--- config.mk ---
export PLATFORM = sky130hd
export DESIGN_NAME = va_front
export DESIGN_NICKNAME = d
export VERILOG_FILES = /design/src/rtl/va_pkg.sv /design/src/rtl/va_front.sv
export SDC_FILE = /design/constraint.sdc
export NUM_CORES = 1
export LEC_CHECK = 0
export BUFFER_PORTS_ARGS = -buffer_cell sky130_fd_sc_hd__buf_2
export CAP_MARGIN = 30
export CORE_AREA = 2 2 181 165
export DETAILED_ROUTE_END_ITERATION = 16
export DIE_AREA = 0 0 183 167
export PLACE_DENSITY = 0.81
export REMOVE_ABC_BUFFERS = 1
export SLEW_MARGIN = 20
export SYNTH_ARGS = -nofsm -noshare
export SYNTH_HDL_FRONTEND = slang
export SYNTH_SLANG_ARGS = --single-unit
--- constraint.sdc ---
create_clock -name clk_i -period 13 [get_ports clk_i]
set_clock_uncertainty 0.2 [all_clocks]
set_input_delay 0.65 -clock clk_i [delete_from_list [all_inputs] [get_ports clk_i]]
set_output_delay 0.65 -clock clk_i [all_outputs]
set_load 0.005 [all_outputs]
--- src/rtl/va_pkg.sv ---
// va_pkg: shared types and constants for the three-component vector unit
// holds beat structs, mode and operation codes, and back-end states; no dependencies
package va_pkg;

  localparam int unsigned COMP_W   = 32;
  localparam int unsigned FRAC_W   = 16;
  localparam int unsigned SCALAR_W = 48;
  localparam int unsigned QUEUE_D  = 2;

  typedef enum logic [3:0] {
    MODE_ADD   = 4'd0,
    MODE_SUB   = 4'd1,
    MODE_CROSS = 4'd2,
    MODE_NORM  = 4'd3,
    MODE_NEG   = 4'd4,
    MODE_MAG   = 4'd5,
    MODE_MAG2  = 4'd6,
    MODE_DIST2 = 4'd7,
    MODE_DIST  = 4'd8
  } mode_e;

  typedef enum logic [3:0] {
    OP_ADD,
    OP_SUB,
    OP_NEG,
    OP_CROSS,
    OP_NORM,
    OP_MAG,
    OP_MAG2,
    OP_DIST2,
    OP_DIST,
    OP_NONE
  } op_e;

  typedef enum logic [2:0] {
    BK_IDLE,
    BK_SQ,
    BK_XP,
    BK_NM,
    BK_SQRT,
    BK_DIV,
    BK_DONE
  } bk_state_e;

  typedef struct packed {
    logic [3:0]               mode;
    logic signed [COMP_W-1:0] ax;
    logic signed [COMP_W-1:0] ay;
    logic signed [COMP_W-1:0] az;
    logic signed [COMP_W-1:0] bx;
    logic signed [COMP_W-1:0] by_comp;
    logic signed [COMP_W-1:0] bz;
  } in_beat_t;

  typedef struct packed {
    logic signed [COMP_W-1:0] rx;
    logic signed [COMP_W-1:0] ry;
    logic signed [COMP_W-1:0] rz;
    logic [SCALAR_W-1:0]      scalar_out;
    logic                     overflow;
    logic                     zero_norm;
  } out_beat_t;

  typedef struct packed {
    op_e                    op;
    logic [2:0][COMP_W-1:0] a;
    logic [2:0][COMP_W-1:0] b;
  } job_t;

  typedef struct packed {
    logic       vld;
    logic       first;
    logic       sub;
    logic       fin;
    logic       last;
    logic [1:0] idx;
  } mul_tag_t;

endpackage

--- src/rtl/va_front.sv ---
// va_front: accepts input beats, decodes the mode into an operation class
// and holds jobs in a two-entry queue for the back end; uses va_pkg
module va_front (
  input  logic               clk_i,
  input  logic               rst_ni,
  input  logic               in_valid_i,
  output logic               in_stall_o,
  input  va_pkg::in_beat_t   in_beat_i,
  output logic               job_valid_o,
  output va_pkg::job_t       job_o,
  input  logic               job_pop_i
);

  localparam int unsigned PTR_W = $clog2(va_pkg::QUEUE_D);
  localparam int unsigned CNT_W = $clog2(va_pkg::QUEUE_D + 1);

  va_pkg::job_t            mem_q [va_pkg::QUEUE_D];
  logic [PTR_W-1:0]        wr_ptr_q, wr_ptr_d;
  logic [PTR_W-1:0]        rd_ptr_q, rd_ptr_d;
  logic [CNT_W-1:0]        cnt_q, cnt_d;
  logic                    push;
  logic                    pop;
  va_pkg::job_t            new_job;

  function automatic va_pkg::op_e decode(input logic [3:0] mode);
    va_pkg::op_e op;
    case (va_pkg::mode_e'(mode))
      va_pkg::MODE_ADD:   op = va_pkg::OP_ADD;
      va_pkg::MODE_SUB:   op = va_pkg::OP_SUB;
      va_pkg::MODE_CROSS: op = va_pkg::OP_CROSS;
      va_pkg::MODE_NORM:  op = va_pkg::OP_NORM;
      va_pkg::MODE_NEG:   op = va_pkg::OP_NEG;
      va_pkg::MODE_MAG:   op = va_pkg::OP_MAG;
      va_pkg::MODE_MAG2:  op = va_pkg::OP_MAG2;
      va_pkg::MODE_DIST2: op = va_pkg::OP_DIST2;
      va_pkg::MODE_DIST:  op = va_pkg::OP_DIST;
      default:            op = va_pkg::OP_NONE;
    endcase
    return op;
  endfunction

  assign in_stall_o  = (cnt_q == CNT_W'(va_pkg::QUEUE_D));
  assign push        = in_valid_i && !in_stall_o;
  assign pop         = job_pop_i && job_valid_o;
  assign job_valid_o = (cnt_q != '0);
  assign job_o       = mem_q[rd_ptr_q];

  always_comb begin
    new_job.op   = decode(in_beat_i.mode);
    new_job.a[0] = in_beat_i.ax;
    new_job.a[1] = in_beat_i.ay;
    new_job.a[2] = in_beat_i.az;
    new_job.b[0] = in_beat_i.bx;
    new_job.b[1] = in_beat_i.by_comp;
    new_job.b[2] = in_beat_i.bz;
  end

  always_comb begin
    wr_ptr_d = push ? wr_ptr_q + PTR_W'(1) : wr_ptr_q;
    rd_ptr_d = pop ? rd_ptr_q + PTR_W'(1) : rd_ptr_q;
    cnt_d    = cnt_q + CNT_W'(push) - CNT_W'(pop);
  end

  always_ff @(posedge clk_i or negedge rst_ni) begin
    if (!rst_ni) begin
      wr_ptr_q <= '0;
      rd_ptr_q <= '0;
      cnt_q    <= '0;
    end else begin
      wr_ptr_q <= wr_ptr_d;
      rd_ptr_q <= rd_ptr_d;
      cnt_q    <= cnt_d;
    end
  end

  always_ff @(posedge clk_i) begin
    if (push) begin
      mem_q[wr_ptr_q] <= new_job;
    end
  end

endmodule

# After elaboration in Yosys (flattened, before gate mapping)
# Memory sizes are Yosys's and may differ from the RTL's.
# Index checks and enable logic that the tools add are counted.
[totals] ff_bits=4 ram_bits=392 mem_bits_ro=64 inputBits=200 word_cells=16 n_memories=2
[op_classes] n_addsub=4 eq_ne=1 muxes=2 n_reduce_logical=4
[mem_list] name="mem_q" words=2 width=196 read_ports=1 rd_clocked_by_memory_dff=0 write_ports=1 line_no="va_front.sv:17" rtl="va_pkg::job_t mem_q [va_pkg::QUEUE_D];"
[mem_list] name="(name not given)" words=16 width=4 read_ports=1 rd_clocked_by_memory_dff=0 write_ports=0 line_no="va_front.sv:27" rtl="case (va_pkg::mode_e'(mode))"
[ops] op="$add A1 B1 Y1 const B" count=2
[ops] op="$add A2 B1 Y2" count=1
[ops] op="$eq A2 B2 Y1 const B" count=1
[ops] op="$logic_and A1 B1 Y1" count=2
[ops] op="$mux W1" count=2
[ops] op="$reduce_bool A2 Y1" count=1
[ops] op="$sub A2 B1 Y2" count=1
[ops] op="$logic_not A1 Y1" count=1

# Longest topological paths before layout
# Gate-level depths: netlist of run 1.
[depth] word_depth=5 mapped_depth=7 depth_no_buf=7

# Worst setup path before layout of run 1
# No wires, ideal clock.
[synth_timing] path_type="input to register" startpoint="input port in_valid_i" endpoint="memory mem_q[0][0] (netlist name), enable pin" setup_ps=755 arrival_time_ps=8871 required_ps=12045 slack_ps=3174 stages=2 path_buffers=0 cell_sequence="nand2_1 > nor2_1"
[synth_between] elab_chain_cells=3
[synth_rtl] item="start: declaration" line_no="va_front.sv:6" rtl="input logic in_valid_i,"
[synth_rtl] item="$logic_and A1 B1 Y1" line_no="va_front.sv:43" rtl="assign push = in_valid_i && !in_stall_o;"
[synth_rtl] item="$mux W1" line_no="va_front.sv:77" rtl="if (push) begin"
[synth_rtl] item="$mux W1 (not written as such)" line_no="va_front.sv:78" rtl="mem_q[wr_ptr_q] <= new_job;"
[synth_rtl] item="end: declaration" line_no="va_front.sv:17"
# Every way passes these cells.

==> results of run 1 <==
-- layout by cell type (no fill, tap or decap) --
master and count:
sky130_fd_sc_hd__nor2_4 1, sky130_fd_sc_hd__bufinv_16 5, sky130_fd_sc_hd__edfxtp_1 392, sky130_fd_sc_hd__nor2b_1 3
sky130_fd_sc_hd__clkbuf_16 41, sky130_fd_sc_hd__buf_16 2, sky130_fd_sc_hd__nand2b_1 1, sky130_fd_sc_hd__dlygate4sd3_1 1
sky130_fd_sc_hd__diode_2 13, sky130_fd_sc_hd__inv_1 5, sky130_fd_sc_hd__mux2_4 130, sky130_fd_sc_hd__nand2_1 1
sky130_fd_sc_hd__nor2_1 2, sky130_fd_sc_hd__a21oi_1 2, sky130_fd_sc_hd__xor2_1 1, sky130_fd_sc_hd__ha_1 7
sky130_fd_sc_hd__buf_12 2, sky130_fd_sc_hd__clkinv_1 11, sky130_fd_sc_hd__a31oi_1 1, sky130_fd_sc_hd__dfrtp_1 3
sky130_fd_sc_hd__and2_1 1, sky130_fd_sc_hd__clkinv_2 2, sky130_fd_sc_hd__buf_2 397, sky130_fd_sc_hd__mux2_2 66
sky130_fd_sc_hd__and3_4 1, sky130_fd_sc_hd__dfrtp_4 1, sky130_fd_sc_hd__a211oi_1 1, sky130_fd_sc_hd__or2_2 1
sky130_fd_sc_hd__xnor2_1 3, sky130_fd_sc_hd__buf_4 8, sky130_fd_sc_hd__clkbuf_1 11
-- worst paths after layout --
path / endpoint / slack (ps) / cells past startpoint
setup / recovery: job_o[1] / 8590 / 4
hold / removal: mem_q[1][28] / 130 / 1
setup reg to reg: mem_q[0][100] / 9760 / 6
hold reg to reg: cnt_q[1] / 300 / 1
max in group asynchronous: rd_ptr_q / 12170 / 2
min in group asynchronous: cnt_q[0] / 280 / 2
-- synth_stat cells, drive strengths merged --
| cell type | instances | share of area |
|---|---|---|
| ha | 7 | 0.0058 |
| edfxtp | 392 | 0.78 |
| xor2 | 1 | 0.00058 |
| or2 | 1 | 0.00042 |
| nor2b | 3 | 0.0013 |
| mux2 | 196 | 0.18 |
| a21oi | 2 | 0.00067 |
| a31oi | 1 | 0.00042 |
| and3 | 1 | 0.00042 |
| nand2 | 1 | 0.00025 |
| a211oi | 1 | 0.00050 |
| and2 | 1 | 0.00042 |
| xnor2 | 3 | 0.0018 |
| buf | 22 | 0.014 |
| inv | 5 | 0.0013 |
| nor2 | 3 | 0.00075 |
| nand2b | 1 | 0.00042 |
| dfrtp | 4 | 0.0067 |
-- flip-flops by register name, summed over array words and instances (netlist names) --
name,count
cnt_q,2
rd_ptr_q,1
wr_ptr_q,1
mem_q,392
-- critical path: cells and delay by family (launching register included) --
family / cells / cell delay [ps]
buf+inv: 3 / 1650
flops: 1 / 840
mux: 1 / 430
-- metrics by stage --
| step | setup slack (ps) | util |
|---|---|---|
| floorplan | 3170 | - |
| global placement | 9120 | 0.604 |
| detailed placement | 9110 | 0.607 |
| CTS | 8540 | 0.652 |
| global route | 8400 | 0.653 |
| finish | 8590 | 0.654 |
-- kinds of logic after synthesis --
logic type	share of synthesized area
XOR/XNOR	0.00234
flip-flops	0.791
adder cells (fa/ha/maj)	0.00584
AO/OA/AOI/OAI	0.00159
AND/OR/NAND/NOR	0.00392
multiplexers	0.180
buffers and inverters	0.0153
-- cell type report --
type                       instances  area (sq um)
antenna                           13          32.5
tap                              366           458
sequential                       396         11900
clock buffer                      52          1070
multi-input combinational        222          2910
fill                            1965          9920
timing repair buffer             410          2150
clock inverter                    18           201
inverter                           5          18.8
-- power by group through the flow --
stage                     sequential (mW)  combinational [mW]  clock (mW)
after CTS                            1.85                1.23        1.13
final                                1.85                1.21        1.11
after floorplan                      2.01               0.861           0
after global placement               1.87                1.18           0
after detailed placement             1.88                1.22           0
after global routing                 1.87                1.30        1.19
-- metal layers --
metal | up-vias | GRT usage | wire (um)
met3 | 64 | 0.0689 | 3220
met1 | 3639 | 0.223 | 11200
li1 | 3447 | - | -
met5 | - | 0 | 27
met4 | 4 | 0.0720 | 873
met2 | 350 | 0.334 | 15100
==> out/qor.txt, run 1 <==
RUN STATUS
--------------------------------------------------------------------------------------
Result of the run ....................................................... finished clean

PWR
--------------------------------------------------------------------------------------
Areal power density over the cells ......................................  223 mW/mm^2
Cell leakage power ......................................................      7.40 nW
Overall power of the completed layout ...................................      4.17 mW
Sw power ................................................................      1.10 mW
Flop pwr share ..........................................................        0.443
Switching share of power ................................................        0.264
IR Drop Worst-Case VDD ..................................................     0.159 mV
Relative contribution of combinational cells to total power .............        0.291
Clock network power share ...............................................        0.266
Internal power contribution .............................................      3.07 mW

ROUTE
--------------------------------------------------------------------------------------
Number of remaining DRC errors ..........................................            0
DRC violation total after the first TritonRoute iteration ...............          481
Post-detailed-route wirelength per cell .................................      20.5 um
Number of vias in the routed layout .....................................         7504
DRT Pass-1 Iters ........................................................            4
Total detailed-routing wirelength .......................................     30400 um
Number of nets with antenna violations after routing ....................            0
Avg Vias per Cell .......................................................         5.06

CLOCKING
--------------------------------------------------------------------------------------
H-Tree Depth ............................................................            2
Clock sink total ........................................................          396
Number of resized instances in the post-cts repair step .................            0
Longest Clk Path Bufs ...................................................            3
Worst-skew pair later-pin latency .......................................       500 ps
Clock-pin slew of the registers on the worst-case setup and hold paths ..        60 ps
CTS Buf Count ...........................................................           40
Root Buffer ............................................................. sky130_fd_sc_hd__clkbuf_16
CTS hold repair buffers .................................................            1
Buffers inserted during post-CTS setup optimization .....................            0
CTS tree ................................................................        built

FINAL LAYOUT
--------------------------------------------------------------------------------------
Post-route cell area .................................................... 0.0187 sq mm
Share of final-layout standard cells stronger than drive strength 1 .....        0.596
Post-route insts no fill ................................................         1482
Total number of nets in the final design ................................         1282
Area Growth Syn to Fin ..................................................        24.8%

HOLD PATH
--------------------------------------------------------------------------------------
Hold path startpoint .................................................... in_beat_i[92]
Worst hold path class ...................................................       in2reg

YOSYS
--------------------------------------------------------------------------------------
Number of library cell types mapped by synthesis ........................           20
Mean cell area of the mapped netlist ....................................   23.3 sq um
Synthesized instance count ..............................................          645
Netlist area before placement ........................................... 0.0150 sq mm
Flop and latch count out of synthesis ...................................          396
Yosys warning count .....................................................            0
Portion of the post-synthesis area used by sequential elements ..........        0.791

GRT
--------------------------------------------------------------------------------------
Vias in the first global route ..........................................         7938
Number of antenna violations at the first check in global routing .......           14
Overall overflow remaining after global route ...........................            0
Largest net degree at the start of global routing .......................           73
Wire length of the first global-routing pass ............................     44800 um
Total routing resource utilization after global routing .................        0.194

STA
--------------------------------------------------------------------------------------
Final number of hold-violating endpoints ................................            0
Final setup violation count .............................................            0
Final critical-path required period .....................................      4410 ps
Worst max-slew margin expressed relative to the limit ...................        0.382
Number of pins with negative max-slew slack in the final report .........            0
Post-route clock period utilization .....................................        0.339
Slew at the pin with the worst max-slew slack ...........................       926 ps
Setup repair after global routing missed its margin .....................        false
Max Freq ................................................................      227 MHz
Setup TNS ...............................................................         0 ps
Hold WS .................................................................       129 ps

CRITICAL PATH
--------------------------------------------------------------------------------------
Critical path endpoint category .........................................   output pin
Startpoint of the most critical setup path ..............................     rd_ptr_q
Top cell by count, worst path ........................................... sky130_fd_sc_hd__buf_4
Crit path max-delay cell type ........................................... sky130_fd_sc_hd__dfrtp_4
Worst EP arrival ........................................................      3560 ps
Setup CP Type ...........................................................      reg2out
Required time of the critical path ......................................     12150 ps
Largest fanout on the critical path .....................................           54
Reg-to-Reg Start ........................................................     cnt_q[1]
Critical path launch point type .........................................     register
Cell-by-cell trace of the critical path ................................. buf_4 > buf_4 > mux2_2 > buf_2
Delay of the slowest critical-path stage ................................       840 ps

DIE
--------------------------------------------------------------------------------------
Number of cell rows .....................................................           59
Standard cell core area ................................................. 0.0286 sq mm
Die Span X ..............................................................       183 um
Number of primary I/O pins ..............................................          398
Starting density of the core ............................................        0.524
Y dimension of the die ..................................................       167 um
Die area ................................................................ 0.0306 sq mm

PLACE
--------------------------------------------------------------------------------------
Instance area at placement .............................................. 0.0174 sq mm
Hpwl dp .................................................................     21200 um
Weighted congestion reported at the end of routability-driven placement .        0.786
Port Buf Inserts ........................................................          397
DP Cell Count ...........................................................         1397

RUN
--------------------------------------------------------------------------------------
MaxCap Viol Count .......................................................            0

No activity file was read; power rests on OpenSTA's default activity.
==> run 2: changes to the inputs <==
clock period = 4.5 ns   (was 13 ns; I/O delays follow)
==> run 2 against run 1 <==
Worst setup slack got worse by 6900 ps; count of clock-buffer cells in the layout is 3 higher; global-route usage grew 3.6 points; sequential cell count stayed put; die area is the same; non-clock buffer count rose by 201; power rose to 3.0 times the previous value; register-to-register slack got worse by 7400 ps; wire length rose by 19%; first-iteration DRC count rose by 18%; utilization increased by 6.9 points; critical endpoint is now job_o[176].
==> out/qor.txt, run 2 (same netlist as run 1, synthesis figures left out) <==
GRT
--------------------------------------------------------------------------------------
Largest net degree at the start of global routing .......................          111   +52%
Total routing resource utilization after global routing .................        0.229   +0.0357
Overall overflow remaining after global route ...........................            0   unchanged
Wire length of the first global-routing pass ............................     52900 um   +18%
Number of antenna violations at the first check in global routing .......            3   -11
Vias in the first global route ..........................................         9316   +17%

DIE
--------------------------------------------------------------------------------------
Die Span X ..............................................................       183 um   unchanged
Starting density of the core ............................................        0.524   unchanged
Standard cell core area ................................................. 0.0286 sq mm   unchanged
Y dimension of the die ..................................................       167 um   unchanged
Number of cell rows .....................................................           59   unchanged
Number of primary I/O pins ..............................................          398   unchanged
Die area ................................................................ 0.0306 sq mm   unchanged

STA
--------------------------------------------------------------------------------------
Worst max-slew margin expressed relative to the limit ...................        0.508   +0.125
Final critical-path required period .....................................      2770 ps
Post-route clock period utilization .....................................        0.615
Final setup violation count .............................................            0   unchanged
Max Freq ................................................................      361 MHz
Final number of hold-violating endpoints ................................            0   unchanged
Number of pins with negative max-slew slack in the final report .........            0   unchanged
Slew at the pin with the worst max-slew slack ...........................       738 ps   -188 ps
Setup repair after global routing missed its margin .....................        false
Setup TNS ...............................................................         0 ps   unchanged

CRITICAL PATH
--------------------------------------------------------------------------------------
Largest fanout on the critical path .....................................           36   -33%
Critical path endpoint category .........................................   output pin
Worst EP arrival ........................................................      2340 ps   -1220 ps
Setup CP Type ...........................................................      reg2out
Critical path launch point type .........................................     register
Required time of the critical path ......................................      4070 ps   -8080 ps

CLOCKING
--------------------------------------------------------------------------------------
Worst-skew pair later-pin latency .......................................       500 ps   about the same
Longest Clk Path Bufs ...................................................            3   unchanged
Buffers inserted during post-CTS setup optimization .....................            0   unchanged
CTS Buf Count ...........................................................           40   unchanged
Root Buffer ............................................................. sky130_fd_sc_hd__clkbuf_16
Clock sink total ........................................................          396   unchanged
CTS tree ................................................................        built
H-Tree Depth ............................................................            2   unchanged
Clock-pin slew of the registers on the worst-case setup and hold paths ..        60 ps   about the same

ROUTE
--------------------------------------------------------------------------------------
DRT Pass-1 Iters ........................................................            4   unchanged
DRC violation total after the first TritonRoute iteration ...............          569   +18%
Total met2 wirelength after detailed routing ............................     19100 um   +26%
Avg Vias per Cell .......................................................         5.09   +0.58%
Highest metal used ......................................................         met5
Total detailed-routing wirelength .......................................     36200 um   +19%
Number of nets with antenna violations after routing ....................            0   unchanged
Detailed-routed wire length on met3 .....................................      2780 um   -14%
Number of remaining DRC errors ..........................................            0   unchanged
Number of vias in the routed layout .....................................         8505   +13%
WL met1 .................................................................     13200 um   +18%
Post-detailed-route wirelength per cell .................................      21.7 um   +5.7%

FINAL LAYOUT
--------------------------------------------------------------------------------------
Most common library cell in the layout ignoring fill and taps ........... sky130_fd_sc_hd__buf_2
Area Growth Syn to Fin ..................................................        38.0%
Number of flip-flops under the largest register name ....................          392   unchanged
Largest register by flop count ..........................................        mem_q
Share of final-layout standard cells stronger than drive strength 1 .....        0.511   -0.0845
Regs by FF count ........................................................ mem_q (392), cnt_q (2)
Total number of nets in the final design ................................         1483   +16%
End-of-flow core utilization ............................................        0.723   +0.0695
Total of fill cells in the finished design ..............................         1662   -15%
Top library cells by usage in the layout, fill and taps aside ........... 397 x sky130_fd_sc_hd__buf_2, 392 x sky130_fd_sc_hd__edfxtp_1, 199 x sky130_fd_sc_hd__dlygate4sd3_1

RUN
--------------------------------------------------------------------------------------
MaxCap Viol Count .......................................................            0   unchanged

PWR
--------------------------------------------------------------------------------------
Areal power density over the cells ......................................  594 mW/mm^2   +170%
IR Drop Worst-Case VDD ..................................................     0.450 mV   +180%
Cell leakage power ......................................................      8.24 nW   +11%
Overall power of the completed layout ...................................      12.3 mW   +200%

HOLD PATH
--------------------------------------------------------------------------------------
Worst hold path class ...................................................       in2reg

PLACE
--------------------------------------------------------------------------------------
Weighted congestion reported at the end of routability-driven placement .        0.819   +4.2%
Hpwl dp .................................................................     20000 um   -5.6%
Port Buf Inserts ........................................................          397   unchanged

RUN STATUS
--------------------------------------------------------------------------------------
Result of the run ....................................................... finished clean

## run 2: worst max-delay path, stage by stage (launching register included)
cell,delay (ps)
sky130_fd_sc_hd__dfrtp_4,670
sky130_fd_sc_hd__buf_16,300
sky130_fd_sc_hd__buf_12,300
sky130_fd_sc_hd__mux2_2,370
sky130_fd_sc_hd__buf_2,130
## run 2: metrics by stage
stage	hold slack (ps)	worst slack (ps)	cells	area (sq um)
2_1_floorplan	-271	-5170	623	14800
3_3_place_gp	-165	2030	1399	17400
3_5_place_dp	-162	1990	1399	17400
4_1_cts	35.7	1440	1665	20600
5_1_grt	103	1650	1669	20700
6_report	96.7	1730	1670	20700
## run 2: path summary, 6_finish.rpt
check / startpoint / to / slack, ps / cells past startpoint
max in group asynchronous: rst_ni / rd_ptr_q / 3460 / 3
worst max-delay path: rd_ptr_q / job_o[176] / 1730 / 4
min in group asynchronous: rst_ni / cnt_q[0] / 440 / 3
worst min-delay path: in_beat_i[193] / mem_q[0][194] / 100 / 4
worst max register to register: cnt_q[1] / mem_q[1][18] / 2330 / 4
worst min register to register: cnt_q[1] / cnt_q[1] / 330 / 1
## run 2: report_power, final
group / internal (mW) / total (mW) / leakage [nW] / switching (mW)
Sequential: 5.05 / 5.33 / 3.69 / 0.282
Clock: 1.80 / 3.12 / 0.590 / 1.31
Combinational: 2.04 / 3.85 / 3.96 / 1.82
## run 2: area by class of cell
class | count | area (sq um) | share of cell area
inverters | 5 | 18.8 | 0.000906
multi-input cells | 222 | 2910 | 0.141
clock buffers | 55 | 1130 | 0.0545
diodes | 3 | 7.51 | 0.000363
flip-flops and latches | 396 | 11900 | 0.573
repair buffers | 611 | 4220 | 0.204
well taps | 366 | 458 | 0.0221
clock inverters | 12 | 87.6 | 0.00423
## run 2: layer usage
metal  GRT usage  vias to the layer above
li1            -                     3826
met1       0.256                     4202
met2       0.422                      397
met3      0.0634                       78
met4      0.0751                        2
met5           0                        -
## run 2: timing repair
| item | 4_1_cts | 5_1_grt |
|---|---|---|
| hold endpoints to repair | 398 | 0 |
| setup endpoints to repair | 0 | 0 |
| gates resized for setup | 0 | 0 |
| hold buffers | 199 | 0 |
==> run 3: changes to the inputs <==
ABC_AREA = 1   (was not set)
CORE_AREA = 2 2 180 165   (was 2 2 181 165)
DIE_AREA = 0 0 182 167   (was 0 0 183 167)
PLACE_DENSITY = 0.8   (was 0.81)
clock period = 2.7 ns   (was 4.5 ns; I/O delays follow)
==> run 3 against run 2 <==
Critical path depth grew 1; first-iteration DRC count is 49% higher; power rose by 66%; utilization is 0.90 points lower; sequential share of layout area grew 1.0 points; register-to-register slack got worse by 1600 ps.
==> out/qor.txt, run 3 <==
RUN STATUS
--------------------------------------------------------------------------------------
Result of the run ....................................................... finished clean

CRITICAL PATH
--------------------------------------------------------------------------------------
Setup CP Type ...........................................................      reg2out
Crit path max-delay cell type ........................................... sky130_fd_sc_hd__dfrtp_4
Cells on worst reg2reg path .............................................            4   unchanged
Critical path endpoint category .........................................   output pin
Dominant delay contributor by cell family on the critical path .......... buffers and inverters
Worst EP arrival ........................................................      2090 ps   -250 ps
Required time of the critical path ......................................      2370 ps   -1700 ps
Largest fanout on the critical path .....................................           55   +53%
Top cell by count, worst path ........................................... sky130_fd_sc_hd__nand2_1
Critical path depth in cells ............................................            5   +1
Cell-by-cell trace of the critical path ................................. inv_6 > buf_4 > nand2_1 > nand2_1 > buf_2
CP Buf/Inv Count ........................................................            3   unchanged
Critical path launch point type .........................................     register
Delay of the slowest critical-path stage ................................       520 ps   -150 ps

ROUTE
--------------------------------------------------------------------------------------
Number of remaining DRC errors ..........................................            0   unchanged
DRC violation total after the first TritonRoute iteration ...............          849   +49%
Total detailed-routing wirelength .......................................     38300 um   +5.8%
DRT Pass-1 Iters ........................................................            5   +1
Number of nets with antenna violations after routing ....................            0   unchanged
Post-detailed-route wirelength per cell .................................      18.4 um   -15%
Number of vias in the routed layout .....................................        10500   +24%
Avg Vias per Cell .......................................................         5.05   -0.78%

FINAL LAYOUT
--------------------------------------------------------------------------------------
Number of flip-flops under the largest register name ....................          392   unchanged
Total of fill cells in the finished design ..............................         1709   +2.8%
Area Growth Syn to Fin ..................................................        38.9%
End-of-flow core utilization ............................................        0.714   -0.00903
Post-route insts no fill ................................................         2087   +25%
Regs by FF count ........................................................ mem_q (392), cnt_q (2)
Total number of nets in the final design ................................         1899   +28%
Share of final-layout standard cells stronger than drive strength 1 .....        0.275   -0.236
Post-route cell area .................................................... 0.0203 sq mm   -1.8%
Most common library cell in the layout ignoring fill and taps ........... sky130_fd_sc_hd__nand2_1
Top library cells by usage in the layout, fill and taps aside ........... 608 x sky130_fd_sc_hd__nand2_1, 397 x sky130_fd_sc_hd__buf_2, 392 x sky130_fd_sc_hd__edfxtp_1
Largest register by flop count ..........................................        mem_q

DIE
--------------------------------------------------------------------------------------
Number of cell rows .....................................................           59   unchanged
Die Span X ..............................................................       182 um   -0.55%
Starting density of the core ............................................        0.514   -0.00967
Number of primary I/O pins ..............................................          398   unchanged
Die area ................................................................ 0.0304 sq mm   -0.55%
Y dimension of the die ..................................................       167 um   unchanged
Standard cell core area ................................................. 0.0285 sq mm   -0.52%

GRT
--------------------------------------------------------------------------------------
Overall overflow remaining after global route ...........................            0   unchanged
Number of antenna violations at the first check in global routing .......            3   unchanged
Total routing resource utilization after global routing .................        0.249   +0.0194
Largest net degree at the start of global routing .......................          111   unchanged
Wire length of the first global-routing pass ............................     58600 um   +11%
Vias in the first global route ..........................................        11100   +19%

CLOCKING
--------------------------------------------------------------------------------------
Worst-skew pair later-pin latency .......................................       500 ps   about the same
CTS tree ................................................................        built
Clock-pin slew of the registers on the worst-case setup and hold paths ..        60 ps   about the same
Root Buffer ............................................................. sky130_fd_sc_hd__clkbuf_16
CTS Buf Count ...........................................................           40   unchanged
Clock sink total ........................................................          396   unchanged
Longest Clk Path Bufs ...................................................            3   unchanged
H-Tree Depth ............................................................            2   unchanged

YOSYS
--------------------------------------------------------------------------------------
Portion of the post-synthesis area used by sequential elements ..........        0.810   +0.0191
Most common cell in the netlist ......................................... sky130_fd_sc_hd__nand2_1
Netlist area before placement ........................................... 0.0146 sq mm   -2.4%
Share of flip-flops with an asynchronous set or reset after synthesis ...       0.0101   unchanged
Most frequent cells after synthesis ..................................... 608 x sky130_fd_sc_hd__nand2_1, 392 x sky130_fd_sc_hd__edfxtp_1, 21 x sky130_fd_sc_hd__buf_2
Number of enable-type register cells in the synthesized netlist .........          392   unchanged
Most instantiated flip-flop cell in the synthesis netlist ............... sky130_fd_sc_hd__edfxtp_1
Flop and latch count out of synthesis ...................................          396   unchanged
Mean cell area of the mapped netlist ....................................   13.6 sq um   -42%
Synth top area cells .................................................... sky130_fd_sc_hd__edfxtp_1 80%, sky130_fd_sc_hd__nand2_1 16%, sky130_fd_sc_hd__buf_6 0.92%
Yosys warning count .....................................................            0   unchanged
Yosys top cell area share ...............................................        0.804   +0.0189
Synth area leader ....................................................... sky130_fd_sc_hd__edfxtp_1
Synthesized instance count ..............................................         1077   +67%
Number of library cell types mapped by synthesis ........................           14   -30%

PWR
--------------------------------------------------------------------------------------
Areal power density over the cells ...................................... 1000 mW/mm^2   +69%
Overall power of the completed layout ...................................      20.4 mW   +66%
Cell leakage power ......................................................      8.80 nW   +6.9%
IR Drop Worst-Case VDD ..................................................     0.804 mV   +79%

STA
--------------------------------------------------------------------------------------
Final number of hold-violating endpoints ................................            0   unchanged
Max Freq ................................................................      413 MHz
Post-route clock period utilization .....................................        0.896
Worst max-slew margin expressed relative to the limit ...................        0.554   +0.0457
Final setup violation count .............................................            0   unchanged
Hold WS .................................................................       128 ps   +31.2 ps
Setup repair after global routing missed its margin .....................        false
Slew at the pin with the worst max-slew slack ...........................       670 ps   -68.6 ps
Number of pins with negative max-slew slack in the final report .........            0   unchanged
Final critical-path required period .....................................      2420 ps

HOLD PATH
--------------------------------------------------------------------------------------
Number of instances on the worst hold path ..............................            6   +2
Worst hold path class ...................................................       in2reg

PLACE
--------------------------------------------------------------------------------------
Instance area at placement .............................................. 0.0171 sq mm   -2.1%
Port Buf Inserts ........................................................          397   unchanged
DP Cell Count ...........................................................         1815   +30%
Weighted congestion reported at the end of routability-driven placement .        0.795   -3.0%
Hpwl dp .................................................................     21000 um   +4.9%

RUN
--------------------------------------------------------------------------------------
MaxCap Viol Count .......................................................            0   unchanged

-- run 3: cell types whose count changed in the layout (fill, tap and decap cells not counted), moves of 5 or more --
| cell | previous run | this run |
|---|---|---|
| sky130_fd_sc_hd__mux2_2 | 66 | 0 |
| sky130_fd_sc_hd__clkbuf_8 | 5 | 0 |
| sky130_fd_sc_hd__nand2_1 | 1 | 608 |
| sky130_fd_sc_hd__mux2_4 | 130 | 0 |
| sky130_fd_sc_hd__inv_1 | 5 | 12 |
-- run 3: final timing paths --
kind / startpoint / end / slack, ps
max in group asynchronous: rst_ni / rd_ptr_q / 1730
min: in_beat_i[193] / mem_q[1][192] / 130
max: rd_ptr_q / job_o[13] / 280
min in group asynchronous: rst_ni / cnt_q[0] / 370
max reg2reg: cnt_q[1] / mem_q[1][143] / 730
min reg2reg: wr_ptr_q / wr_ptr_q / 300
-- run 3: repair_timing --
item	4_1_cts	5_1_grt
buffers inserted	0	0
hold buffers	201	0
gates resized for setup	0	0
hold endpoints to repair	398	0
-- run 3: cells by family after synthesis --
group	count (synthesis)	synth area share
simple gates	615	0.158
flops	396	0.810
buf+inv	57	0.0248
fa+ha+maj	7	0.00598
compound gates	2	0.000683
-- run 3: worst reg2reg max path, delay by kind of cell, from the launching register on --
family        cells  cell delay [ps]
simple gates      3              420
buf+inv           1              450
flops             1              390
-- run 3: per-layer routing --
layer / up-vias / track usage / wire (um)
li1: 4866 / - / -
met1: 5003 / 0.287 / 13700
met2: 576 / 0.439 / 19600
met3: 101 / 0.0700 / 3820
met4: 0 / 0.0989 / 1290
met5: - / 0 / 0
-- run 3: final cells by class --
type / instances / area [sq um] / share of cell area
multi-input combinational: 624 / 2420 / 0.119
antenna: 3 / 7.51 / 0.000369
clock buffer: 46 / 1040 / 0.0514
tap: 366 / 458 / 0.0225
timing repair buffer: 616 / 4260 / 0.209
sequential: 396 / 11900 / 0.584
clock inverter: 22 / 213 / 0.0105
inverter: 14 / 65.1 / 0.00320
-- run 3: power breakdown --
group | internal [mW] | leakage (nW) | total [mW] | switching (mW)
clock | 3.15 | 0.614 | 5.35 | 2.20
combinational | 2.27 | 4.49 | 6.33 | 4.05
sequential | 8.38 | 3.69 | 8.74 | 0.360
-- run 3: through the flow --
step | TNS [ps] | setup WS, ps
after floorplan | -2376320 | -6940
after global placement | 0 | 801
after detailed placement | 0 | 752
after CTS | 0 | 256
after global routing | 0 | 171
final | 0 | 279
